`src/hdl/assert_macros.svh`:
```
// Assertion macros for the epoch-to-calendar RTL.
// Each macro expects clk_i and rst_ni in the scope where it is used.
`ifndef ASSERT_MACROS_SVH
`define ASSERT_MACROS_SVH

// Condition must hold at every clock edge outside reset.
`define ES2C_ASSERT(lbl, cond, msg) \
  lbl: assert property (@(posedge clk_i) disable iff (!rst_ni) (cond)) else $error(msg);

// Same-cycle implication.
`define ES2C_ASSERT_IMPL(lbl, ante, cons, msg) \
  lbl: assert property (@(posedge clk_i) disable iff (!rst_ni) (ante) |-> (cons)) else $error(msg);

// Next-cycle implication.
`define ES2C_ASSERT_NEXT(lbl, ante, cons, msg) \
  lbl: assert property (@(posedge clk_i) disable iff (!rst_ni) (ante) |=> (cons)) else $error(msg);

`endif

```
`src/hdl/es2c_pkg.sv`:
```
// Package for the epoch-to-calendar core: sequencer states, constants and
// calendar helper functions. No dependencies.
package es2c_pkg;

  // Width of the shared subtract-and-compare unit.
  localparam int unsigned SubW = 17;

  // Sequencer states.
  typedef enum logic [2:0] {
    ST_IDLE,
    ST_SEC,
    ST_MIN,
    ST_HOUR,
    ST_YEAR4,
    ST_YEAR1,
    ST_MONTH,
    ST_DONE
  } es2c_state_e;

  // Reciprocals for division by multiplication. A value below 2^32 times
  // RECIP_60, shifted right by 37, is its quotient by 60; a value below 2^33
  // times RECIP_24, shifted right by 36, is its quotient by 24.
  localparam logic [31:0] RECIP_60 = 32'h8888_8889;
  localparam logic [31:0] RECIP_24 = 32'hAAAA_AAAB;

  localparam logic [11:0] EPOCH_YEAR  = 12'd1970;
  // First year at which a four-year block is not skipped whole; the block
  // starting there holds 2100, which is not a leap year.
  localparam logic [11:0] LAST_BLOCK  = 12'd2098;
  localparam logic [SubW-1:0] DAYS_BLOCK4 = 17'd1461;
  localparam logic [SubW-1:0] DAYS_COMMON = 17'd365;

  // Gregorian leap rule over 1970..2106: the only century years in that
  // span are 2000, a leap year by the 400 rule, and 2100, which is not.
  function automatic logic is_leap(input logic [11:0] year);
    return (year[1:0] == 2'b00) && (year != 12'd2100);
  endfunction

  // Length of a month, 1 is January.
  function automatic logic [4:0] month_len(input logic [3:0] month, input logic leap);
    logic [4:0] len;
    case (month)
      4'd2:    len = leap ? 5'd29 : 5'd28;
      4'd4:    len = 5'd30;
      4'd6:    len = 5'd30;
      4'd9:    len = 5'd30;
      4'd11:   len = 5'd30;
      default: len = 5'd31;
    endcase
    return len;
  endfunction

endpackage

```
`src/hdl/es2c_sub.sv`:
```
// Shared subtract-and-compare unit of the epoch-to-calendar core.
// Depends on es2c_pkg for the operand width.
module es2c_sub
  import es2c_pkg::*;
(
  input  logic [SubW-1:0] a_i,
  input  logic [SubW-1:0] b_i,
  output logic [SubW-1:0] diff_o,
  output logic            ge_o
);

  logic borrow;

  // One wide subtract; the borrow out tells whether a is below b.
  assign {borrow, diff_o} = {1'b0, a_i} - {1'b0, b_i};
  assign ge_o = ~borrow;

endmodule

```
`src/hdl/epoch_seconds_to_calendar_core.sv`:
```
// Top level of the epoch-to-calendar core: sequencer and datapath registers.
// Depends on es2c_pkg, es2c_sub and assert_macros.svh.

// Converts a 32-bit count of seconds since 1970-01-01 00:00:00 into the
// Gregorian date and time of day. A conversion starts on a transfer at a
// clock edge with start high and busy low; busy then stays high until the
// result has been shown. The result appears for exactly one cycle with
// done_o high, and the receiver cannot stall: it must take the result in
// that cycle. The conversion divides by 60, 60 and 24 by reciprocal
// multiplication on one shared multiplier, then walks four-year blocks,
// single years and months, each walk with a closing step, all through one
// shared subtract-and-compare unit, and ends with the done strobe. busy
// falls the cycle after the strobe; a new start transfer is taken only
// then, never while a conversion is under way. There is no configuration
// and no state kept between conversions.
module epoch_seconds_to_calendar_core
  import es2c_pkg::*;
(
  input  logic        clk_i,
  input  logic        rst_ni,
  input  logic        start,
  output logic        busy,
  input  logic [31:0] epoch_seconds_i,
  output logic        done_o,
  output logic [11:0] year_o,
  output logic [3:0]  month_o,
  output logic [4:0]  day_o,
  output logic [4:0]  hour_o,
  output logic [5:0]  minute_o,
  output logic [5:0]  second_o
);

  es2c_state_e state_q, state_d;
  logic [31:0] num_q, num_d;
  logic [5:0]  rem_q, rem_d;
  logic [5:0]  sec_q, sec_d;
  logic [5:0]  min_q, min_d;
  logic [4:0]  hour_q, hour_d;
  logic [15:0] days_q, days_d;
  logic [11:0] year_q, year_d;
  logic [3:0]  month_q, month_d;

  logic [SubW-1:0] sub_a, sub_b, sub_diff;
  logic            sub_ge;
  logic            leap;
  logic [31:0]     recip;
  logic [63:0]     prod;
  logic [31:0]     quot;
  logic [5:0]      rem60;
  logic [4:0]      rem24;

  // Shared arithmetic unit.
  es2c_sub u_sub (
    .a_i    (sub_a),
    .b_i    (sub_b),
    .diff_o (sub_diff),
    .ge_o   (sub_ge)
  );

  assign leap = is_leap(year_q);

  // Shared multiplier: the register value times the reciprocal of the
  // divisor gives the quotient in the high product bits.
  assign recip = (state_q == ST_HOUR) ? RECIP_24 : RECIP_60;
  assign prod  = {32'b0, num_q} * {32'b0, recip};
  assign quot  = (state_q == ST_HOUR) ? {4'b0, prod[63:36]} : {5'b0, prod[63:37]};

  // Remainders from the low dividend bits held in rem_q and the quotient
  // now in num_q. 60q is -4q modulo 64, and 24q is 16q + 8q modulo 32.
  assign rem60 = rem_q + {num_q[3:0], 2'b00};
  assign rem24 = rem_q[4:0] - ({num_q[0], 4'b0000} + {num_q[1:0], 3'b000});

  // Operand selection for the shared subtract-and-compare unit.
  always_comb begin
    sub_a = '0;
    sub_b = '0;
    case (state_q)
      ST_YEAR4: begin
        sub_a = {1'b0, days_q};
        sub_b = DAYS_BLOCK4;
      end
      ST_YEAR1: begin
        sub_a = {1'b0, days_q};
        sub_b = DAYS_COMMON + {16'b0, leap};
      end
      ST_MONTH: begin
        sub_a = {1'b0, days_q};
        sub_b = {12'b0, month_len(month_q, leap)};
      end
      default: begin
        sub_a = '0;
        sub_b = '0;
      end
    endcase
  end

  // Sequencer: next state and datapath updates.
  always_comb begin
    state_d = state_q;
    num_d   = num_q;
    rem_d   = rem_q;
    sec_d   = sec_q;
    min_d   = min_q;
    hour_d  = hour_q;
    days_d  = days_q;
    year_d  = year_q;
    month_d = month_q;
    case (state_q)
      ST_IDLE: begin
        if (start) begin
          num_d   = epoch_seconds_i;
          state_d = ST_SEC;
        end
      end
      ST_SEC: begin
        rem_d   = num_q[5:0];
        num_d   = quot;
        state_d = ST_MIN;
      end
      ST_MIN: begin
        sec_d   = rem60;
        rem_d   = num_q[5:0];
        num_d   = quot;
        state_d = ST_HOUR;
      end
      ST_HOUR: begin
        min_d   = rem60;
        rem_d   = num_q[5:0];
        num_d   = quot;
        days_d  = quot[15:0];
        year_d  = EPOCH_YEAR;
        state_d = ST_YEAR4;
      end
      ST_YEAR4: begin
        // The low hour-count bits and their quotient by 24 stay put during the walk.
        hour_d = rem24;
        // Whole four-year blocks start at years two past a multiple of four.
        if ((year_q != LAST_BLOCK) && sub_ge) begin
          days_d = sub_diff[15:0];
          year_d = year_q + 12'd4;
        end else begin
          state_d = ST_YEAR1;
        end
      end
      ST_YEAR1: begin
        if (sub_ge) begin
          days_d = sub_diff[15:0];
          year_d = year_q + 12'd1;
        end else begin
          month_d = 4'd1;
          state_d = ST_MONTH;
        end
      end
      ST_MONTH: begin
        if (sub_ge) begin
          days_d  = sub_diff[15:0];
          month_d = month_q + 4'd1;
        end else begin
          state_d = ST_DONE;
        end
      end
      ST_DONE: begin
        state_d = ST_IDLE;
      end
      default: begin
        state_d = ST_IDLE;
      end
    endcase
  end

  // Control register.
  always_ff @(posedge clk_i or negedge rst_ni) begin
    if (!rst_ni) begin
      state_q <= ST_IDLE;
    end else begin
      state_q <= state_d;
    end
  end

  // Datapath registers.
  always_ff @(posedge clk_i) begin
    num_q   <= num_d;
    rem_q   <= rem_d;
    sec_q   <= sec_d;
    min_q   <= min_d;
    hour_q  <= hour_d;
    days_q  <= days_d;
    year_q  <= year_d;
    month_q <= month_d;
  end

  // Result ports.
  assign busy     = (state_q != ST_IDLE);
  assign done_o   = (state_q == ST_DONE);
  assign year_o   = year_q;
  assign month_o  = month_q;
  assign day_o    = days_q[4:0] + 5'd1;
  assign hour_o   = hour_q;
  assign minute_o = min_q;
  assign second_o = sec_q;

  // Assertions.
  `include "assert_macros.svh"

  `ES2C_ASSERT_NEXT(a_start_busy, start && !busy, busy, "start transfer did not raise busy")
  `ES2C_ASSERT_NEXT(a_done_idle, done_o, !busy, "busy still high after the done strobe")
  `ES2C_ASSERT_IMPL(a_done_month, done_o, (month_q != 4'd0) && (month_q < 4'd13), "bad month")
  `ES2C_ASSERT_IMPL(a_done_hour, done_o, hour_q < 5'd24, "hour out of range")
  `ES2C_ASSERT_IMPL(a_hour_cnt, state_q == ST_HOUR, num_q[31:21] == 11'd0, "hour count too wide")
  `ES2C_ASSERT_IMPL(a_month_days, state_q == ST_MONTH, days_q < 16'd366, "day count above a year in month walk")

endmodule

```
`config.mk`:
```
export PLATFORM = sky130hd
export DESIGN_NAME = epoch_seconds_to_calendar_core
export DESIGN_NICKNAME = d
export VERILOG_FILES = /design/src/hdl/es2c_pkg.sv /design/src/hdl/es2c_sub.sv /design/src/hdl/epoch_seconds_to_calendar_core.sv
export VERILOG_INCLUDE_DIRS = /design/src /design/src/hdl
export SDC_FILE = /design/constraint.sdc
export NUM_CORES = 1
export LEC_CHECK = 0
export BUFFER_PORTS_ARGS = -buffer_cell sky130_fd_sc_hd__buf_4
export CAP_MARGIN = 0
export CORE_MARGIN = 2
export CORE_UTILIZATION = 30
export DETAILED_ROUTE_END_ITERATION = 10
export GPL_TIMING_DRIVEN = 0
export SLEW_MARGIN = 30
export SYNTH_ARGS = -nofsm -noshare
export SYNTH_HDL_FRONTEND = slang
export SYNTH_HIERARCHICAL = 1
export SYNTH_SLANG_ARGS = --single-unit
```
`constraint.sdc`:
```
create_clock -name clk_i -period 21.3 [get_ports clk_i]
set_input_delay 1.065 -clock clk_i [delete_from_list [all_inputs] [get_ports clk_i]]
set_output_delay 1.065 -clock clk_i [all_outputs]
set_load 0.01 [all_outputs]
```
Yosys cells after proc, flatten, opt, wreduce, memory -nomap -nowiden
Index checks and enable logic that the tools add are counted.
W data, S select, Z words.
Word-level totals
  register bits after elaboration: 90
  input bits: 35
  output and inout port bits: 40
Operators by class
  $add $sub $neg: 9
  multipliers: 1
  equal/unequal tests: 22
  muxes and demuxes: 22
  bitwise gates (word level): 1
  reductions and logical operators: 18
Operator list (count)
  $mul A32 B32 Y64: 1
  $pmux W32 S2: 1
  $mux W16: 3
  $pmux W16 S3: 1
  $pmux W12 S3: 1
  $pmux W11 S3: 1
  $mux W32: 1
  $mux W30: 1
  $mux W28: 1
  $mux W12: 2
  $ne A12 B12 Y1 const B: 2
  $pmux W3 S8: 1
  $sub A16 B11 Y17: 1
  $add A12 B1 Y12 const B: 1
  $add A12 B3 Y12 const B: 1
  $eq A3 B3 Y1 const B: 4
  $mux W3: 4
  $ne A2 B2 Y1 const B: 6
  $add A9 B1 Y10 const A: 1
  $reduce_and A3 Y1: 3
  $reduce_bool A3 Y1: 3
  $eq A4 B3 Y1 const B: 2
  $eq A4 B4 Y1 const B: 2
  $mux W4: 2
  other kinds (22): 27

Logic depth before layout (Yosys ltp)
  depth after elaboration: 10
  gate-level depth with buffers: 33
  depth with buffers taken out: 32

Modules after synthesis
The synthesis kept the hierarchy.
By module, submodules not included
  epoch_seconds_to_calendar_core: times used 1, cells an instance 2427, area each 22881.9 µm², seq. area each 2687.6 µm²
  es2c_sub: times used 1, cells an instance 116, area each 849.6 µm², seq. area each 0.0 µm²

Worst setup path after synthesis
Ideal clock, no wire load.
  kind: reg-to-reg
  from: register state_q[0]
  to: register num_q[23] (data pin)
  library setup time: 264 ps
  arrival: 7803 ps
  required time: 21036 ps
  setup slack: 13234 ps
  cell stages (with the launch flop): 33
  path buffers: 3
  cell sequence: dfrtp_1 -> inv_1 -> nor2_1 -> nand2_1 -> inv_1 -> buf_4 -> buf_2 -> clkbuf_1 -> nand2_1 -> inv_1 -> ha_1 -> fa_1 -> inv_1 -> fa_1 -> fa_1 -> inv_1 -> fa_1 -> fa_1 -> fa_1 -> inv_1 -> fa_1 -> inv_1 -> ha_1 -> o21ai_0 -> o21ai_0 -> a31oi_1 -> o221ai_2 -> o22ai_2 -> o21ai_2 -> or4_1 -> nand3_2 -> a2bb2oi_2 -> o21ai_1
Between the ends
  cells in the longest elaborated chain, start to end: 5
  elaborated cells between the ends (all ways): 9
RTL lines
  start, declared: RTL line epoch_seconds_to_calendar_core.sv:33  | es2c_state_e state_q, state_d;
  start signal, assigned: RTL line epoch_seconds_to_calendar_core.sv:176  | state_q <= state_d;
  $eq A3 B2 Y1: RTL line epoch_seconds_to_calendar_core.sv:64, epoch_seconds_to_calendar_core.sv:66, epoch_seconds_to_calendar_core.sv:108
  $mux W30: RTL line epoch_seconds_to_calendar_core.sv:64  | assign recip = (state_q == ST_HOUR) ? RECIP_24 : RECIP_60;
  $mul A32 B32 Y64: RTL line epoch_seconds_to_calendar_core.sv:65  | assign prod = {32'b0, num_q} * {32'b0, recip};
  $mux W28: RTL line epoch_seconds_to_calendar_core.sv:66  | assign quot = (state_q == ST_HOUR) ? {4'b0, prod[63:36]} : {5'b0, prod[63:37]};
  $pmux W32 S2 *: RTL line epoch_seconds_to_calendar_core.sv:108  | case (state_q)
  named net num_d[23]: RTL line epoch_seconds_to_calendar_core.sv:34  | logic [31:0] num_q, num_d;
  end signal, assigned: RTL line epoch_seconds_to_calendar_core.sv:182  | num_q <= num_d;
  end, declared: RTL line epoch_seconds_to_calendar_core.sv:34
The timed path passes the listed nets; every way through them passes the cells marked *.
A chain may end at the register's enable or synchronous reset.

Worst setup path in the final report
  from: register state_q[0]
  to: register days_q[5] (data pin)
Between the ends
  cells in the longest elaborated chain, start to end: 6
  elaborated cells between the ends (all ways): 15
RTL lines
  branches (longest 5 deep; another with $mul A32 B32 Y64)
  $pmux W16 S3 *: RTL line epoch_seconds_to_calendar_core.sv:108
  named net days_d[5]: RTL line epoch_seconds_to_calendar_core.sv:39  | logic [15:0] days_q, days_d;
  end signal, assigned: RTL line epoch_seconds_to_calendar_core.sv:187  | days_q <= days_d;
  end, declared: RTL line epoch_seconds_to_calendar_core.sv:39
Mark *: on every way through the listed nets, which the timed path passes. The select of a mux whose other input is x is not followed.

==> impl_metrics.env <==
export IMPL_synthCells=2537
export IMPL_wl_um=71500
export IMPL_syn_area_per_cell_um2=9.34
export IMPL_period_needed_ps=11120
export IMPL_drt_iter0_drc=1184
export IMPL_ios=75
export IMPL_cpPeakStageDelay_ps=830
export IMPL_placed_area_um2=25600
export IMPL_grt_usage=0.180
export IMPL_path_buf_inv=9
export IMPL_post_cts_resized=0
export IMPL_status="finished, final reports clean"
export IMPL_gp_congestion=0.976
export IMPL_finalInstanceArea_um2=25900
export IMPL_cts_hold_buf=0
export IMPL_first_pass_iters=5
export IMPL_startpoint_type="flip-flop"
export IMPL_grt_pass1_wl_um=110000
export IMPL_clk_path_buf_depth=2
export IMPL_fp_coreArea_um2=78600
export IMPL_syn_cell_area_um2=23700
export IMPL_cts_root_buf="clkbuf_16"
export IMPL_syn_to_final_growth_pct=9.55
export IMPL_maxCapViolCount=0
export IMPL_required_ps=21390
export IMPL_rsz0062_at_grt="no"
export IMPL_cp_max_fo=10
export IMPL_htreeDepth=3
export IMPL_rows=103
export IMPL_fin_nets=3453
export IMPL_clk_pin_slew_ps=70
export IMPL_drv_slew=0
export IMPL_dp_hpwl_um=63900
export IMPL_r2r_start="state_q[0]"
export IMPL_finalSetupViolCount=0
export IMPL_grt_pass1_vias=18300
export IMPL_vias_per_cell=4.72
export IMPL_cts_sink_count=90
export IMPL_grt_antenna_before_repair=0
export IMPL_cts_buffers=9
export IMPL_diodes=0
export IMPL_dieHeight_um=285
export IMPL_drc=0
export IMPL_port_buffers=74
export IMPL_ff2ff_path_depth=30
export IMPL_vias=17400
export IMPL_die_x_um=285
export IMPL_wl_per_cell_um=19.4
export IMPL_start_util=0.301
export IMPL_crit_type="reg -> reg"
export IMPL_cts_tree="built"
export IMPL_r2r_slack_ps=10180
export IMPL_final_antenna_net_count=0
export IMPL_reg2reg_to="days_q[5]"
export IMPL_skew_ps=18.2
export IMPL_hold_viol_final=0
export IMPL_post_cts_buffers=0
export IMPL_crit_family="adder cells"
export IMPL_insertion_delay_ps=380
export IMPL_cp_common_cell="fa_1"
export IMPL_fin_setup_tns_ps=0
export IMPL_holdCritPathClass="in -> async"
export IMPL_worst_pin_slew_ps=1050
export IMPL_drive_gt1_frac=0.0558
export IMPL_end_kind="flip-flop"
export IMPL_post_route_period_util=0.522
export IMPL_cpMaxStageDelayCell="buf_1"
export IMPL_yosysWarnings=6
export IMPL_maxSlewHeadroom=0.297
export IMPL_max_freq_mhz=89.9
export IMPL_overflow=0
export IMPL_die_area_um2=81200
export IMPL_arrival_ps=11210
export IMPL_grt_max_degree=18
[placed cells by master (no fill, tap or decap), types with 16 or more instances in the layout]
cell type and count:
inv_1 717, edfxtp_1 87, a21oi_1 110, and3_1 30, a21o_1 25, nor2_1 122, xnor2_1 87, nand3_1 24
o21ai_0 63, xor2_1 39, buf_4 83, clkbuf_1 32, o21ai_1 16, nand2_1 170, fa_1 390, ha_1 398
[registers in the layout, summed over array words and instances (netlist names)]
name      cells
days_q       16
hour_o        5
minute_o      6
month_o       4
num_q        32
rem_q         6
second_o      6
state_q       3
year_o       12
[routing by layer]
metal | global-route usage | vias to the layer above | wire length, um
li1 | - | 8124 | -
met1 | 0.249 | 8668 | 31700
met2 | 0.291 | 515 | 32800
met3 | 0.0269 | 96 | 4780
met4 | 0.0546 | 0 | 2240
met5 | 0 | - | 0
[cell type report]
| cell class | instances | area [um2] |
|---|---|---|
| plain buffers | 52 | 248 |
| clock buffers | 10 | 229 |
| clock inverters | 6 | 96.3 |
| fillers | 8242 | 52700 |
| inverters | 720 | 2700 |
| multi-input cells | 1682 | 18100 |
| flip-flops and latches | 90 | 2690 |
| well taps | 1050 | 1310 |
| repair buffers | 75 | 583 |
[worst reg2reg max path, delay by kind of cell (launching register included)]
family                   cells  cell delay (ps)
adder cells (fa/ha/maj)      9             4370
buffers and inverters        9             2480
AO/OA/AOI/OAI                7             2000
flip-flops                   1              540
AND/OR/NAND/NOR              5             1460
[how the worst max path moves through the flow]
| stage | startpoint | end | slack (ps) | cells after the start |
|---|---|---|---|---|
| 2_1_floorplan | state_q[0] | num_q[23] | 13230 | 32 |
| 5_1_grt | state_q[0] | num_q[25] | 9920 | 32 |
| 4_1_cts | state_q[0] | num_q[25] | 10440 | 30 |
| 3_3_place_gp | state_q[0] | num_q[25] | 10160 | 32 |
| 3_5_place_dp | state_q[0] | num_q[25] | 10490 | 30 |
| 6_report | state_q[0] | days_q[5] | 10180 | 30 |
[metrics by stage]
stage	hold slack (ps)	setup WS, ps	std cells	util
after floorplan	431	13230	2544	-
after global placement	478	10160	3668	0.325
after detailed placement	473	10490	3669	0.326
after CTS	463	10440	3685	0.330
after global routing	458	9920	3685	0.330
final	471	10180	3685	0.330
Power is not shown: default switching activity piles up to over one toggle a cycle in this logic, so the estimate is an artifact.
